$ cat src/hdl/c39_pkg.sv
// shared types, constants and the 3-of-9 pattern table for the code 39 encoder
// no dependencies
package c39_pkg;

	localparam int BARS_PER_CHAR   = 5;
	localparam int SPACES_PER_CHAR = 4;
	localparam int ELEMS_PER_CHAR  = BARS_PER_CHAR + SPACES_PER_CHAR;
	localparam int IDX_W           = $clog2(ELEMS_PER_CHAR + 1);

	localparam logic [IDX_W-1:0] ELEM_LAST_IDX = IDX_W'(ELEMS_PER_CHAR - 1);
	localparam logic [IDX_W-1:0] GAP_IDX       = IDX_W'(ELEMS_PER_CHAR);

	localparam logic [7:0] CHAR_STAR    = 8'h2A;
	localparam logic [7:0] CHAR_DOLLAR  = 8'h24;
	localparam logic [7:0] CHAR_PERCENT = 8'h25;
	localparam logic [7:0] CHAR_MINUS   = 8'h2D;
	localparam logic [7:0] LOWER_A      = 8'h61;
	localparam logic [7:0] LOWER_Z      = 8'h7A;
	localparam logic [7:0] CASE_OFFSET  = 8'h20;

	localparam logic [ELEMS_PER_CHAR-1:0] STAR_PATTERN = 9'h094;

	// configuration register indexes
	localparam logic REG_NARROW = 1'b0;
	localparam logic REG_WIDE   = 1'b1;

	typedef enum logic [2:0] {
		SEG_START = 3'b001,
		SEG_CHAR  = 3'b010,
		SEG_STOP  = 3'b100
	} seg_t;

	typedef struct packed {
		logic                      has_start;
		logic                      has_char;
		logic                      bad;
		logic                      has_stop;
		logic [ELEMS_PER_CHAR-1:0] pattern;
	} job_t;

	// wide/narrow mask, first element in the top bit; zero when unsupported
	function automatic logic [ELEMS_PER_CHAR-1:0] pattern_of(input logic [7:0] c);
		logic [ELEMS_PER_CHAR-1:0] p;
		begin
			case (c)
				8'h30: p = 9'h034; 8'h31: p = 9'h121; 8'h32: p = 9'h061;
				8'h33: p = 9'h160; 8'h34: p = 9'h031; 8'h35: p = 9'h130;
				8'h36: p = 9'h070; 8'h37: p = 9'h025; 8'h38: p = 9'h124;
				8'h39: p = 9'h064; 8'h41: p = 9'h109; 8'h42: p = 9'h049;
				8'h43: p = 9'h148; 8'h44: p = 9'h019; 8'h45: p = 9'h118;
				8'h46: p = 9'h058; 8'h47: p = 9'h00D; 8'h48: p = 9'h10C;
				8'h49: p = 9'h04C; 8'h4A: p = 9'h01C; 8'h4B: p = 9'h103;
				8'h4C: p = 9'h043; 8'h4D: p = 9'h142; 8'h4E: p = 9'h013;
				8'h4F: p = 9'h112; 8'h50: p = 9'h052; 8'h51: p = 9'h007;
				8'h52: p = 9'h106; 8'h53: p = 9'h046; 8'h54: p = 9'h016;
				8'h55: p = 9'h181; 8'h56: p = 9'h0C1; 8'h57: p = 9'h1C0;
				8'h58: p = 9'h091; 8'h59: p = 9'h190; 8'h5A: p = 9'h0D0;
				CHAR_MINUS:   p = 9'h085;
				8'h2E:        p = 9'h184;
				8'h20:        p = 9'h0C4;
				CHAR_STAR:    p = STAR_PATTERN;
				CHAR_DOLLAR:  p = 9'h0A8;
				8'h2F:        p = 9'h0A2;
				8'h2B:        p = 9'h08A;
				CHAR_PERCENT: p = 9'h02A;
				default:      p = '0;
			endcase
			return p;
		end
	endfunction

endpackage

$ cat src/hdl/c39_front.sv
// input stage: case folding, pattern lookup and start/stop bookkeeping
// depends on c39_pkg
module c39_front (
	input  logic          clk,
	input  logic          arst_n,
	input  logic          in_valid,
	output logic          in_ready,
	input  logic [7:0]    char_code,
	input  logic          last_char,
	output logic          job_valid,
	output c39_pkg::job_t job,
	input  logic          job_take
);

	logic          start_sent_q;
	logic          job_v_s1;
	c39_pkg::job_t job_s1;
	c39_pkg::job_t job_next;
	logic [7:0]    char_up;
	logic          accept;
	logic          any_result;

	always_comb begin
		char_up = char_code;
		if (char_code inside {[c39_pkg::LOWER_A:c39_pkg::LOWER_Z]}) begin
			char_up = char_code - c39_pkg::CASE_OFFSET;
		end
		job_next.pattern   = c39_pkg::pattern_of(char_up);
		job_next.has_start = !start_sent_q;
		// a data star gives nothing of its own
		job_next.has_char  = (char_up != c39_pkg::CHAR_STAR);
		job_next.bad       = (job_next.pattern == '0);
		job_next.has_stop  = last_char;
	end

	assign any_result = job_next.has_start | job_next.has_char | job_next.has_stop;
	assign in_ready   = !job_v_s1 || job_take;
	assign accept     = in_valid && in_ready;

	always_ff @(posedge clk or negedge arst_n) begin
		if (!arst_n) begin
			start_sent_q <= 1'b0;
			job_v_s1     <= 1'b0;
		end else if (accept) begin
			start_sent_q <= !last_char;
			job_v_s1     <= any_result;
		end else if (job_take) begin
			job_v_s1 <= 1'b0;
		end
	end

	always_ff @(posedge clk) begin
		if (accept) begin
			job_s1 <= job_next;
		end
	end

	assign job_valid = job_v_s1;
	assign job       = job_s1;

endmodule

$ cat src/hdl/c39_serial.sv
// element sequencer: walks start, character and stop, one element a cycle unless the output stalls
// depends on c39_pkg
module c39_serial (
	input  logic          clk,
	input  logic          arst_n,
	input  logic          job_valid,
	input  c39_pkg::job_t job,
	output logic          job_take,
	input  logic [7:0]    narrow_w,
	input  logic [7:0]    wide_w,
	output logic          out_valid,
	input  logic          out_ready,
	output logic          is_bar,
	output logic          is_wide,
	output logic [7:0]    elem_width,
	output logic          bad_char,
	output logic          run_end,
	output logic          symbol_end
);

	logic                               active_q;
	c39_pkg::seg_t                      seg_q;
	logic [c39_pkg::IDX_W-1:0]          idx_q;
	c39_pkg::job_t                      cur_q;
	logic                               out_valid_q;

	logic [c39_pkg::ELEMS_PER_CHAR-1:0] pat_sel;
	logic [c39_pkg::IDX_W-1:0]          bit_idx;
	logic                               in_char;
	logic                               elem_bad;
	logic                               elem_bar;
	logic                               elem_wide;
	logic                               seg_last;
	logic                               more;
	c39_pkg::seg_t                      seg_next;
	c39_pkg::seg_t                      seg_first;
	logic                               job_last;
	logic                               out_free;
	logic                               step;

	always_comb begin
		in_char  = (seg_q == c39_pkg::SEG_CHAR);
		pat_sel  = in_char ? cur_q.pattern : c39_pkg::STAR_PATTERN;
		elem_bad = in_char && cur_q.bad;
		bit_idx  = (idx_q <= c39_pkg::ELEM_LAST_IDX) ? (c39_pkg::ELEM_LAST_IDX - idx_q) : '0;
		elem_bar  = !elem_bad && (idx_q != c39_pkg::GAP_IDX) && !idx_q[0];
		elem_wide = !elem_bad && (idx_q != c39_pkg::GAP_IDX) && pat_sel[bit_idx];
		seg_last  = elem_bad || (idx_q == c39_pkg::GAP_IDX);

		more     = 1'b0;
		seg_next = c39_pkg::SEG_STOP;
		case (seg_q)
			c39_pkg::SEG_START: begin
				more     = cur_q.has_char || cur_q.has_stop;
				seg_next = cur_q.has_char ? c39_pkg::SEG_CHAR : c39_pkg::SEG_STOP;
			end
			c39_pkg::SEG_CHAR: begin
				more     = cur_q.has_stop;
				seg_next = c39_pkg::SEG_STOP;
			end
			default: begin
				more     = 1'b0;
				seg_next = c39_pkg::SEG_STOP;
			end
		endcase
		job_last = seg_last && !more;

		if (job.has_start) begin
			seg_first = c39_pkg::SEG_START;
		end else if (job.has_char) begin
			seg_first = c39_pkg::SEG_CHAR;
		end else begin
			seg_first = c39_pkg::SEG_STOP;
		end
	end

	assign out_free = !out_valid_q || out_ready;
	assign step     = active_q && out_free;
	assign job_take = job_valid && (!active_q || (step && job_last));

	always_ff @(posedge clk or negedge arst_n) begin
		if (!arst_n) begin
			active_q <= 1'b0;
			seg_q    <= c39_pkg::SEG_START;
			idx_q    <= '0;
		end else if (job_take) begin
			active_q <= 1'b1;
			seg_q    <= seg_first;
			idx_q    <= '0;
		end else if (step) begin
			if (seg_last) begin
				idx_q <= '0;
				if (more) begin
					seg_q <= seg_next;
				end else begin
					active_q <= 1'b0;
				end
			end else begin
				idx_q <= idx_q + 1'b1;
			end
		end
	end

	always_ff @(posedge clk) begin
		if (job_take) begin
			cur_q <= job;
		end
	end

	always_ff @(posedge clk or negedge arst_n) begin
		if (!arst_n) begin
			out_valid_q <= 1'b0;
		end else if (step) begin
			out_valid_q <= 1'b1;
		end else if (out_ready) begin
			out_valid_q <= 1'b0;
		end
	end

	always_ff @(posedge clk) begin
		if (step) begin
			is_bar     <= elem_bar;
			is_wide    <= elem_wide;
			elem_width <= elem_bad ? 8'd0 : (elem_wide ? wide_w : narrow_w);
			bad_char   <= elem_bad;
			run_end    <= job_last;
			symbol_end <= (seg_q == c39_pkg::SEG_STOP) && (idx_q == c39_pkg::GAP_IDX);
		end
	end

	assign out_valid = out_valid_q;

	a_stop_ends_run: assert property (@(posedge clk) disable iff (!arst_n)
		out_valid_q && symbol_end |-> run_end)
		else $error("stop gap not flagged as end of run");

	a_bad_is_blank: assert property (@(posedge clk) disable iff (!arst_n)
		out_valid_q && bad_char |-> !is_bar && !is_wide && (elem_width == 8'd0))
		else $error("error result carries element fields");

	a_idx_bound: assert property (@(posedge clk) disable iff (!arst_n)
		active_q |-> (idx_q <= c39_pkg::GAP_IDX))
		else $error("element index past the gap");

	a_bad_one_result: assert property (@(posedge clk) disable iff (!arst_n)
		step && elem_bad |=> (seg_q != c39_pkg::SEG_CHAR) || !active_q || (idx_q == '0))
		else $error("error character gave more than one result");

endmodule

$ cat src/hdl/code39_element_encoder.sv
// code 39 element encoder top level: configuration registers, input stage, sequencer
// depends on c39_pkg, c39_front, c39_serial
// path: input stage register, sequencer job register, then the registered element output
// throughput: one element per cycle from the sequencer unless the output stalls;
// 10 elements per character, 10 for the start, 10 for the stop, 1 for an unsupported one
// reset: asynchronous, clears all control state; widths return to 1 and 3
module code39_element_encoder (
	input  logic       clk,
	input  logic       arst_n,
	input  logic       cfg_we,
	input  logic       cfg_index,
	input  logic [7:0] cfg_data,
	input  logic       in_valid,
	output logic       in_ready,
	input  logic [7:0] char_code,
	input  logic       last_char,
	output logic       out_valid,
	input  logic       out_ready,
	output logic       is_bar,
	output logic       is_wide,
	output logic [7:0] elem_width,
	output logic       bad_char,
	output logic       run_end,
	output logic       symbol_end
);

	logic [7:0]    narrow_width_q;
	logic [7:0]    wide_width_q;
	logic          job_valid;
	logic          job_take;
	c39_pkg::job_t job;

	always_ff @(posedge clk or negedge arst_n) begin
		if (!arst_n) begin
			narrow_width_q <= 8'd1;
			wide_width_q   <= 8'd3;
		end else if (cfg_we) begin
			case (cfg_index)
				c39_pkg::REG_NARROW: narrow_width_q <= cfg_data;
				c39_pkg::REG_WIDE:   wide_width_q   <= cfg_data;
				default: ;
			endcase
		end
	end

	c39_front u_front (
		.clk       (clk),
		.arst_n    (arst_n),
		.in_valid  (in_valid),
		.in_ready  (in_ready),
		.char_code (char_code),
		.last_char (last_char),
		.job_valid (job_valid),
		.job       (job),
		.job_take  (job_take)
	);

	c39_serial u_serial (
		.clk        (clk),
		.arst_n     (arst_n),
		.job_valid  (job_valid),
		.job        (job),
		.job_take   (job_take),
		.narrow_w   (narrow_width_q),
		.wide_w     (wide_width_q),
		.out_valid  (out_valid),
		.out_ready  (out_ready),
		.is_bar     (is_bar),
		.is_wide    (is_wide),
		.elem_width (elem_width),
		.bad_char   (bad_char),
		.run_end    (run_end),
		.symbol_end (symbol_end)
	);

endmodule

$ cat config.mk
export PLATFORM = sky130hd
export DESIGN_NAME = code39_element_encoder
export DESIGN_NICKNAME = d
export VERILOG_FILES = /design/src/hdl/c39_pkg.sv /design/src/hdl/c39_front.sv /design/src/hdl/c39_serial.sv /design/src/hdl/code39_element_encoder.sv
export SDC_FILE = /design/constraint.sdc
export NUM_CORES = 1
export LEC_CHECK = 0
export BUFFER_PORTS_ARGS = -buffer_cell sky130_fd_sc_hd__buf_2
export CORE_ASPECT_RATIO = 1.75
export CORE_UTILIZATION = 35
export CTS_CLUSTER_DIAMETER = 80
export DETAILED_ROUTE_END_ITERATION = 10
export GPL_TIMING_DRIVEN = 0
export SLEW_MARGIN = 30
export SYNTH_ARGS = -nofsm -noshare
export SYNTH_HDL_FRONTEND = slang
export SYNTH_SLANG_ARGS = --single-unit
$ cat constraint.sdc
create_clock -name clk -period 2.5 [get_ports clk]
set_clock_uncertainty 0.2 [all_clocks]
set_input_delay 0.5 -clock clk [delete_from_list [all_inputs] [get_ports clk]]
set_output_delay 0.5 -clock clk [all_outputs]
set_load 0.03 [all_outputs]
Word-level counts from Yosys, hierarchy flattened
Memories as Yosys holds them, arrays and structs flattened.
Cells that the tools add are included.
Widths: inputs -> output; s select.
{ "totals": {"inputBits": 23, "memories": 1, "reg_bits": 65, "rom_bits": 1152, "word_cells": 102} }
{ "mem_list": {"columns": ["memory", "depth", "word_bits", "read_ports", "rd_ports_with_merged_regs", "wr", "line", "text"], "rows": [
  ["(name not given)", 128, 9, 1, 0, 0, "c39_pkg.sv:45", "case (c)"]
]} }
{ "classes": {"muxes": 27, "n_reduce_logical": 34, "order_cmp": 4, "n_bitwise": 3, "n_addsub": 3, "n_eq_ne": 7} }
{ "ops": {"columns": ["operator", "count"], "rows": [
  ["$mux 3", 8],
  ["$mux 9", 2],
  ["$mux 4", 4],
  ["$mux 8", 2],
  ["$logic_and 1x1->1", 11],
  ["$reduce_bool 2->1", 5],
  ["$logic_not 9->1", 1],
  ["$mux 1", 9],
  ["$ge 8x7->1 const B", 1],
  ["$le 8x7->1 const B", 1],
  ["$logic_not 1->1", 8],
  ["$ne 8x6->1 const B", 1],
  ["$sub 8x6->8 const B", 1],
  ["$reduce_and 3->1", 2],
  ["$logic_or 1x1->1", 5],
  ["$lt 4x5->1 const B", 1],
  ["$add 4x1->4 const B", 1],
  ["$bmux 1 s4", 1],
  ["$eq 4x4->1 const B", 1],
  ["$le 4x4->1 const B", 1],
  ["$ne 4x4->1 const B", 1],
  ["$reduce_and 2->1", 2],
  ["$sub 4x4->4 const A", 1],
  ["$eq 3x1->1 const B", 1],
  ["other kinds (6)", 7]
]} }

Logic depth before layout (Yosys ltp)
Gate-level depths: netlist of run 1.
{ "logic_depth": {"word_depth": 10, "mapped_depth": 12, "depth_no_buf": 8} }

Hierarchy
From an unflattened synthesis of run 1, not the netlist that was laid out.
{ "hier_totals": {"hier_cells": 345, "hier_area_um2": 3769.9} }
{ "by_module_without_submodules": {"columns": ["mod", "area_per_inst_um2", "seq_area_each_um2", "cells_per_inst", "instances"], "rows": [
  ["c39_serial", 1709.1, 977.2, 143, 1],
  ["c39_front", 1415.1, 440.4, 167, 1],
  ["code39_element_encoder", 645.6, 404.1, 35, 1]
]} }

Worst setup path after synthesis of run 1
No wires, ideal clock.
{ "synth_timing": {"path_type": "register to register", "startpoint": "register u_serial.idx_q[0] in the netlist's numbering", "endpoint": "register u_serial.is_wide (data pin)", "t_arrival_ns": 2.170, "slack_ns": -0.131, "t_required_ns": 2.039, "n_path_buf": 4, "stages_incl_launch_ff": 12, "period_less_slack_ns": 2.631, "setup_ns": 0.261, "cell_sequence": "dfrtp_1 -> buf_2 -> inv_1 -> ha_1 -> buf_6 -> nor2b_4 -> o21a_2 -> mux2_1 -> o21a_1 -> buf_4 -> and2_4 -> buf_6"} }
{ "synth_between": {"elab_chain_len": 5, "word_cells_on_any_way": 8} }
{ "synth_lines": {"columns": ["element", "line", "text"], "rows": [
  ["start: declaration", "c39_serial.sv:23", "logic [c39_pkg::IDX_W-1:0] idx_q;"],
  ["start signal: assignment", "c39_serial.sv:99", "idx_q <= idx_q + 1'b1;"],
  ["$sub 4x4->4 / $le 4x4->1 (equally long branches)", "c39_serial.sv:45", "bit_idx = (idx_q <= c39_pkg::ELEM_LAST_IDX) ? (c39_pkg::ELEM_LAST_IDX - idx_q) : '0;"],
  ["$mux 4", "c39_serial.sv:45", null],
  ["$bmux 1 s4", "c39_serial.sv:47", "elem_wide = !elem_bad && (idx_q != c39_pkg::GAP_IDX) && pat_sel[bit_idx];"],
  ["$mux 1 (not written as such)", "c39_serial.sv:47", null],
  ["$logic_and 1x1->1 (*)", "c39_serial.sv:47", null],
  ["net u_serial.elem_wide", "c39_serial.sv:32", "logic elem_wide;"],
  ["end signal: assignment", "c39_serial.sv:123", "is_wide <= elem_wide;"],
  ["end: declaration", "c39_serial.sv:14", "output logic is_wide,"]
]} }
The timed path passes the listed nets; every way through them passes the cells marked *. The select of a mux whose other input is x is not followed.
A chain may end at the register's enable or synchronous reset.

Final worst setup path of run 1
{ "layout_timing": {"startpoint": "register u_serial.idx_q[0] in the netlist's numbering", "endpoint": "output in_ready"} }
{ "layout_between": {"elab_chain_len": 7} }
{ "layout_lines": {"columns": ["element", "line", "text"], "rows": [
  ["$eq 4x4->1", "c39_serial.sv:48", "seg_last = elem_bad || (idx_q == c39_pkg::GAP_IDX);"],
  ["$logic_or 1x1->1", "c39_serial.sv:48", null],
  ["$logic_and 1x1->1", "c39_serial.sv:66", "job_last = seg_last && !more;"],
  ["$logic_and 1x1->1", "c39_serial.sv:79", "assign job_take = job_valid && (!active_q || (step && job_last));"],
  ["$logic_or 1x1->1", "c39_serial.sv:79", null],
  ["$logic_and 1x1->1", "c39_serial.sv:79", null],
  ["$logic_or 1x1->1", "c39_front.sv:37", "assign in_ready = !job_v_s1 || job_take;"],
  ["end: declaration", "code39_element_encoder.sv:14", "output logic in_ready,"]
]} }
Every way passes these cells.

==> results.toml, run 1 <==
[outcome]
status = "complete, but fails checks"
failed_checks = "negative hold slack"

[setup_path]
critPathLaunchType = "flip-flop"
worstSetupEndpointType = "output port"
cp_max_fo = 4
required_ps = 1800
crit_chain = "buf_4, ha_2, nand3b_1, nand2_2, o211ai_1, nand3_2, buf_6"
rrSetupSlack_ps = 90
slowest_delay_ps = 410
cp.depth = 7
worst_path_dominant_cell_family = "flip-flops"
worstPathBufferInverterCount = 2
arrival_ps = 1760
critPathKind = "flip-flop to output port"
cp_slowest_cell = "dfrtp_1"
startpoint = "u_serial.idx_q[0]$_DFFE_PN0P_"
r2r_cells = 10
worstReg2RegStart = "u_serial.idx_q[0]$_DFFE_PN0P_"

[routing]
wirelength_mm = 9.33
wire_per_inst_um = 16.7
drc = 0
drtIter0Drc = 159
vias_per_cell = 5.52
vias = 3072
final_antenna_net_count = 0
drtPass1Iterations = 4

[yosys]
synthAdderAreaFrac = 0.0334
postSynthNetCount = 389
yosysUniqueCellTypes = 66
synth_xor_xnor_area_share = 0.00467
yosysTopAreaCell = "edfxtp_1"
synth_compound_area_frac = 0.184
synth.area.mux_share = 0.0734
synth_seq_cells = 65
synth_simple_gate_area_frac = 0.171
synth_area_leaders = "edfxtp_1 30%, dfrtp_1 15%, mux2_2 5.1%"
post-synth-top-count-cell = "edfxtp_1"
synthDominantCellAreaShare = 0.304
synth_edf_count = 38
synth_area_mm2 = 0.00375
async_flop_share = 0.415
ys_warn_count = 0
ys_seq_area_frac = 0.486
synth_top_family_by_area = "compound AO/OA/AOI/OAI gates"
avgSynthCellArea_um2 = 10.5
synthCells = 356
ys.flop_type = "edfxtp_1"
ys_top_cells_by_count = "38 x edfxtp_1, 33 x nand2_1, 26 x nor2_1"

[die]
die_x_um = 80.2
design.core.area_mm2 = 0.0104
start_util = 0.362
io_pins = 38
die_area_mm2 = 0.0111
die_y_um = 139
row_count = 49

[global_route]
grt_usage = 0.177
grt_pass1_wl_mm = 14.9
grt_max_degree = 28
antenna_found_initial = 0
grt_pass1_vias = 3077
grt-ovfl-total = 0

[placed_design]
numPortBuffers = 36
dp_hpwl_mm = 6.80
pre_cts_slack_ps = -531
place_congestion = 0.927

[clock_tree]
h-tree-depth = 3
numCtsBuffers = 9
clk_pin_slew_ps = 50
cts_tree = "yes"
cts_sinks = 65
clock_latency_ps = 330
postCtsHoldBufs = 0
clock_path_buffers = 2
cts_root_buf = "clkbuf_16"

[power]
p_per_area_mw_per_mm2 = 1100
power.leakage_nw = 1.87
max-vdd-ir-drop_mv = 0.816

[timing]
hold_violations = 20
clock.fmax_mhz = 407
rsz0062_at_grt = "true"
tightestPinTransition_ps = 637
setup_viol = 0
tns_ps = 0
maxSlewViolCount = 0
period_minus_slack_ps = 2460
hold_ws_ps = -10.1
setup_ws_ps = 40.1
max_slew_margin = 0.575
period_share = 0.984

[layout]
finish.utilization = 0.454
fin_nets = 458
antenna_cells = 0
area_growth_pct = 25.4
drive_gt1_frac = 0.342

[flow_run]
drv_cap = 0

[hold_path]
hold_path.class = "input port to async pin"
[per-stage QoR]
stage	area [um2]	total power [mW]	hold slack [ps]	std cells
CTS	4560	5.15	5.61	547
detailed placement	4130	3.81	205	519
global placement	4130	3.78	201	519
finish	4700	5.16	-10.1	557
global route	4700	5.46	42.8	557
floorplan	3790	3.31	4.41	356
[sequential cells by signal, summed over array words and instances, names as in the netlist]
name,count
narrow_width_q,8
u_front.job,13
u_front.job_valid,1
u_front.start_sent_q,1
u_serial.active_q,1
u_serial.bad_char,1
u_serial.cur_q,12
u_serial.elem_width,8
u_serial.idx_q,4
u_serial.is_bar,1
u_serial.is_wide,1
u_serial.out_valid,1
u_serial.run_end,1
u_serial.seg_q,3
u_serial.symbol_end,1
wide_width_q,8
[layout by cell type (no fill, tap or decap), types with 10 or more instances in the layout]
cell / Yosys / final
mux2_2: 17 / 17
inv_1: 14 / 10
clkbuf_1: 9 / 10
nand2_1: 33 / 32
nor2_1: 26 / 26
o21ai_0: 16 / 16
buf_2: 6 / 37
edfxtp_1: 38 / 38
buf_4: 3 / 25
clkbuf_16: 0 / 10
dfrtp_1: 23 / 23
a21oi_1: 23 / 22
[metal layers]
metal | vias to the layer above | share of wire | global-route usage | routed length, um
met5 | - | 0 | 0 | 0
met4 | 0 | 0.050 | 0.116 | 468
met3 | 29 | 0.036 | 0.0296 | 338
met2 | 94 | 0.57 | 0.332 | 5330
met1 | 1496 | 0.34 | 0.169 | 3190
li1 | 1453 | - | - | -
[what timing repair did]
action,CTS,global route
cloned,0,1
setup buffers,13,11
endpoints found under the hold margin,0,0
setup endpoints to repair,46,45
pin swaps,7,14
gates resized for setup,13,21
[final cells by class]
class | instances | area (um2)
timing repair buffer | 60 | 397
clock buffer | 12 | 268
fill | 956 | 5660
sequential | 65 | 1820
tap | 127 | 159
multi-input combinational | 255 | 1850
inverter | 14 | 66.3
buffer | 20 | 114
clock inverter | 4 | 25.0
[cells by family (layout without fill, tap and decap cells)]
| group | after synthesis | count (layout) |
|---|---|---|
| compound gates | 100 | 100 |
| xor+xnor | 2 | 2 |
| fa+ha+maj | 10 | 10 |
| buf+inv | 37 | 110 |
| flops | 65 | 65 |
| mux | 24 | 24 |
| simple gates | 118 | 119 |
[path summary, 6_finish.rpt]
check / end
setup / recovery: in_ready
hold / removal: u_serial.out_valid$_DFFE_PN0P_
setup reg to reg: u_serial.elem_width[5]$_SDFFCE_PP0P_
hold reg to reg: u_serial.cur_q[4]$_DFFE_PN_
max in group asynchronous: u_serial.idx_q[2]$_DFFE_PN0P_
min in group clk: u_front.start_sent_q$_DFFE_PN0P_
[power breakdown]
group / internal [mW] / switching, mW / total (mW)
clock network: 0.756 / 0.442 / 1.20
logic: 1.04 / 1.33 / 2.37
registers: 1.47 / 0.118 / 1.59
(Power assumes the default switching activity.)
==> inputs of run 2 (changes only) <==
--- a/config.mk
+++ b/config.mk
@@ -11,6 +11,7 @@
 export CTS_CLUSTER_DIAMETER = 80
 export DETAILED_ROUTE_END_ITERATION = 10
 export GPL_TIMING_DRIVEN = 0
+export RECOVER_POWER = 50
 export SLEW_MARGIN = 30
 export SYNTH_ARGS = -nofsm -noshare
 export SYNTH_HDL_FRONTEND = slang
==> results.toml, run 2 (same netlist as run 1, synthesis figures left out) <==
[outcome]
status = "complete, but fails checks"
failed_checks = "max-capacitance violations, max-slew violations"

[routing]
vias = 3083
vias_per_cell = 5.54
wire_per_inst_um = 16.7
drc = 0
drtIter0Drc = 169
final_antenna_net_count = 0
drtPass1Iterations = 4
wirelength_mm = 9.30

[placed_design]
place_congestion = 0.927
dp_cells = 519
pre_cts_slack_ps = -531
dp_hpwl_mm = 6.80
numPortBuffers = 36

[hold_path]
hold_path.class = "flip-flop to flip-flop"
hp-start = "u_front.job[4]$_DFFE_PP_"

[setup_path]
critPathKind = "flip-flop to output port"
critPathLaunchType = "flip-flop"
worst_path_dominant_cell_family = "flip-flops"
arrival_ps = 1750
slowest_delay_ps = 410
cp_slowest_cell = "dfrtp_1"
worstPathBufferInverterCount = 2
cp_max_fo = 4
crit_chain = "buf_4, ha_2, nand3b_1, nand2_2, o211ai_1, nand3_2, buf_6"
required_ps = 1800
startpoint = "u_serial.idx_q[0]$_DFFE_PN0P_"
worstReg2RegStart = "u_serial.idx_q[0]$_DFFE_PN0P_"
worstSetupEndpointType = "output port"

[timing]
hold_violations = 0
tns_ps = 0
setup_viol = 0
setup_ws_ps = 45.4
tightestPinTransition_ps = 1520
period_minus_slack_ps = 2450
rsz0062_at_grt = "true"
max_slew_margin = -0.0125
period_share = 0.982
hold_ws_ps = 215
clock.fmax_mhz = 407
maxSlewViolCount = 28

[die]
design.core.area_mm2 = 0.0104
io_pins = 38
start_util = 0.362
die_x_um = 80.2
row_count = 49
die_area_mm2 = 0.0111
die_y_um = 139

[power]
p_total_mw = 5.13
max-vdd-ir-drop_mv = 0.792
power.leakage_nw = 1.82
p_per_area_mw_per_mm2 = 1100

[clock_tree]
h-tree-depth = 3
cts_root_buf = "clkbuf_16"
cts_sinks = 65
clock_path_buffers = 2
numCtsBuffers = 9
clk_pin_slew_ps = 50
cts_tree = "yes"
clock_latency_ps = 330

[layout]
drive_gt1_frac = 0.305
final.fill_count = 966
seqCellArea_mm2 = 0.00182
layout.cells.most_common = "edfxtp_1"
fin_nets = 458
mostFrequentLayoutCells = "38 x edfxtp_1, 32 x nand2_1, 26 x nor2_1, 26 x clkbuf_1, 25 x buf_4"
layoutNonFillerInstCount = 557
antenna_cells = 0
largest_reg_flops = 13
multi_input_area_mm2 = 0.00185
area_growth_pct = 24.9

[global_route]
grt_usage = 0.177
grt_pass1_vias = 3077
grt-ovfl-total = 0
grt_pass1_wl_mm = 14.9
grt_max_degree = 28
antenna_found_initial = 0

[flow_run]
drv_cap = 1
[run 2: power by group]
group          internal [mW]  total [mW]  switching [mW]
clock                  0.756        1.20           0.439
sequential              1.47        1.59           0.120
combinational           1.02        2.35            1.33
[run 2: per-stage QoR]
stage          cell area, um2  utilization
6_report                 4680        0.452
5_1_grt                  4680        0.452
4_1_cts                  4560        0.440
3_5_place_dp             4130        0.398
3_3_place_gp             4130        0.398
2_1_floorplan            3790            -
[run 2: layout make-up]
cell class,count,share of cell area
inverter,14,0.0142
clock inverter,4,0.00534
clock buffer,12,0.0572
timing repair buffer,60,0.0804
buffer,20,0.0243
tap,127,0.0339
multi-input combinational,255,0.396
sequential,65,0.389
[run 2: final timing paths]
kind	to	slack (ps)	cells after the start
setup / recovery	in_ready	50	7
hold / removal	u_serial.cur_q[4]$_DFFE_PN_	220	0
setup reg to reg	u_serial.elem_width[5]$_SDFFCE_PP0P_	90	10
hold reg to reg	u_serial.cur_q[4]$_DFFE_PN_	220	0
max in group asynchronous	u_serial.idx_q[2]$_DFFE_PN0P_	870	1
min in group asynchronous	u_serial.out_valid$_DFFE_PN0P_	340	1
[run 2: worst reg2reg max path, delay by kind of cell (launching register included)]
kind / cells / cell delay [ps]
AO/OA/AOI/OAI: 3 / 500
adder cells (fa/ha/maj): 1 / 170
buffers and inverters: 3 / 360
flip-flops: 1 / 410
multiplexers: 1 / 290
AND/OR/NAND/NOR: 2 / 250
[run 2: what timing repair did]
action | in CTS | in global routing
cloned | 0 | 1
pin swaps | 7 | 14
hold buffers | 0 | 0
gates resized for setup | 13 | 21
buffers inserted | 13 | 11
setup endpoints to repair | 46 | 45
hold endpoints to repair | 0 | 0
[run 2: layer usage]
metal / up-vias / wire [um] / GRT usage
met1: 1515 / 3180 / 0.169
met4: 0 / 410 / 0.116
met2: 88 / 5380 / 0.332
li1: 1455 / - / -
met5: - / 0 / 0
met3: 25 / 328 / 0.0296
==> inputs of run 3 (changes only) <==
--- a/config.mk
+++ b/config.mk
@@ -5,6 +5,7 @@
 export SDC_FILE = /design/constraint.sdc
 export NUM_CORES = 1
 export LEC_CHECK = 0
+export ABC_AREA = 1
 export BUFFER_PORTS_ARGS = -buffer_cell sky130_fd_sc_hd__buf_2
 export CORE_ASPECT_RATIO = 1.75
 export CORE_UTILIZATION = 35
==> results.toml, run 3 <==
[placed_design]
dp_hpwl_mm = 6.44
dp_cells = 628
place_congestion = 0.903
numPortBuffers = 34

[clock_tree]
clock_path_buffers = 2
h-tree-depth = 3
cts_root_buf = "clkbuf_16"
clk_pin_slew_ps = 50
cts_sinks = 65
clock_latency_ps = 330
numCtsBuffers = 9
cts_tree = "yes"

[routing]
vias_per_cell = 4.83
drtPass1Iterations = 6
drtIter0Drc = 154
vias = 3124
drc = 0
wire_per_inst_um = 13.0
wirelength_mm = 8.41
final_antenna_net_count = 0

[timing]
tightestPinTransition_ps = 1530
setup_viol = 0
period_share = 0.955
period_minus_slack_ps = 2390
clock.fmax_mhz = 419
rsz0062_at_grt = "true"
hold_violations = 0
maxSlewViolCount = 28
tns_ps = 0
max_slew_margin = -0.0220

[power]
power.leakage_nw = 2.14
max-vdd-ir-drop_mv = 0.669
p_per_area_mw_per_mm2 = 1040

[layout]
layoutNonFillerInstCount = 647
antenna_cells = 0
area_growth_pct = 18.3
largest_reg_flops = 13
fin_nets = 548
final.fill_count = 1044
mostFrequentLayoutCells = "142 x nand2_1, 60 x inv_1, 39 x o21ai_0"
drive_gt1_frac = 0.177
layout.cells.most_common = "nand2_1"

[outcome]
failed_checks = "max-capacitance violations, max-slew violations"
status = "complete, but fails checks"

[die]
die_area_mm2 = 0.0111
design.core.area_mm2 = 0.0104
die_y_um = 139
die_x_um = 80.1
row_count = 49
io_pins = 38
start_util = 0.361

[yosys]
yosysUniqueCellTypes = 38
ys_warn_count = 0
synth_area_mm2 = 0.00374
ys_top_cells_by_count = "144 x nand2_1, 64 x inv_1, 41 x o21ai_0"
synth_area_leaders = "edfxtp_1 31%, dfrtp_1 15%, nand2_1 14%"
yosysTopAreaCell = "edfxtp_1"
synth_seq_cells = 65
ys.flop_type = "edfxtp_1"
synthDominantCellAreaShare = 0.305
ys_seq_area_frac = 0.487
synthCells = 467
postSynthNetCount = 500
post-synth-top-count-cell = "nand2_1"
synth_edf_count = 38
async_flop_share = 0.415
avgSynthCellArea_um2 = 8.01

[setup_path]
critPathKind = "flip-flop to output port"
critPathLaunchType = "flip-flop"
required_ps = 1800
cp_max_fo = 6
worstSetupEndpointType = "output port"
arrival_ps = 1690

[global_route]
antenna_found_initial = 0
grt_max_degree = 28
grt_pass1_vias = 3044
grt-ovfl-total = 0
grt_pass1_wl_mm = 13.9
grt_usage = 0.162

[flow_run]
drv_cap = 1

[hold_path]
hold_path.class = "input port to flip-flop"
==> run 3: final timing paths <==
path	start	to	slack, ps	cells after the start
max	u_serial.seg_q[2]$_DFFE_PN0P_	in_ready	110	8
min reg2reg	u_front.job[4]$_DFFE_PP_	u_serial.cur_q[4]$_DFFE_PN_	220	0
max in group asynchronous	arst_n	u_serial.idx_q[0]$_DFFE_PN0P_	750	1
max reg2reg	u_serial.seg_q[2]$_DFFE_PN0P_	u_front.job[3]$_DFFE_PP_	160	10
min in group asynchronous	arst_n	wide_width_q[2]$_DFFE_PN0P_	340	1
min	in_valid	u_front.job_valid$_DFFE_PN0P_	200	3
==> run 3: final cells by class <==
| type | instances | area [um2] | share of cell area |
|---|---|---|---|
| flip-flops and latches | 65 | 1820 | 0.412 |
| multi-input cells | 323 | 1640 | 0.370 |
| inverters | 68 | 259 | 0.0585 |
| clock buffers | 10 | 229 | 0.0518 |
| repair buffers | 37 | 186 | 0.0421 |
| well taps | 127 | 159 | 0.0359 |
| plain buffers | 11 | 70.1 | 0.0158 |
| clock inverters | 6 | 58.8 | 0.0133 |
==> run 3: what timing repair did <==
item / CTS / global route
hold buffers: 0 / 0
pin swaps: 0 / 2
endpoints found under the setup margin: 9 / 21
resized for setup: 5 / 17
setup buffers: 1 / 2
gates cloned: 0 / 0
==> run 3: report_power, final <==
group	internal, mW	total [mW]	switching, mW
registers	1.48	1.62	0.139
clock network	0.763	1.20	0.437
logic	0.594	1.78	1.19
total	2.84	4.61	1.77
==> run 3: cell families (layout without fill, tap and decap cells) <==
group,Yosys count,in the layout,share of synthesized area
adder cells (fa/ha/maj),10,10,0.0335
AO/OA/AOI/OAI,61,61,0.0940
buffers and inverters,79,132,0.0870
XOR/XNOR,1,1,0.00234
flip-flops,65,65,0.487
AND/OR/NAND/NOR,251,251,0.296
==> run 3: worst max-delay path, cell delays in order, from the launching register on <==
cell	delay (ps)
dfrtp_1	400
inv_1	120
nand3_4	110
nor2_2	250
a31oi_4	60
nor2_2	130
nand2_2	70
nand3_2	80
buf_6	130
==> run 3: metal layers <==
layer / track usage / vias up / routed length (um)
li1: - / 1598 / -
met1: 0.168 / 1404 / 3130
met2: 0.297 / 96 / 4590
met3: 0.0336 / 26 / 368
met4: 0.0836 / 0 / 333
met5: 0 / - / 0
==> run 3: through the flow <==
stage	total power [mW]	util	setup slack, ps	hold WS [ps]	cell area (um2)
2_1_floorplan	2.88	-	234	4.41	3740
3_3_place_gp	3.26	0.393	-304	202	4070
3_5_place_dp	3.30	0.393	-341	205	4070
4_1_cts	4.57	0.423	1.87	3.95	4380
5_1_grt	4.93	0.427	-11.4	219	4420
6_report	4.61	0.427	112	195	4420
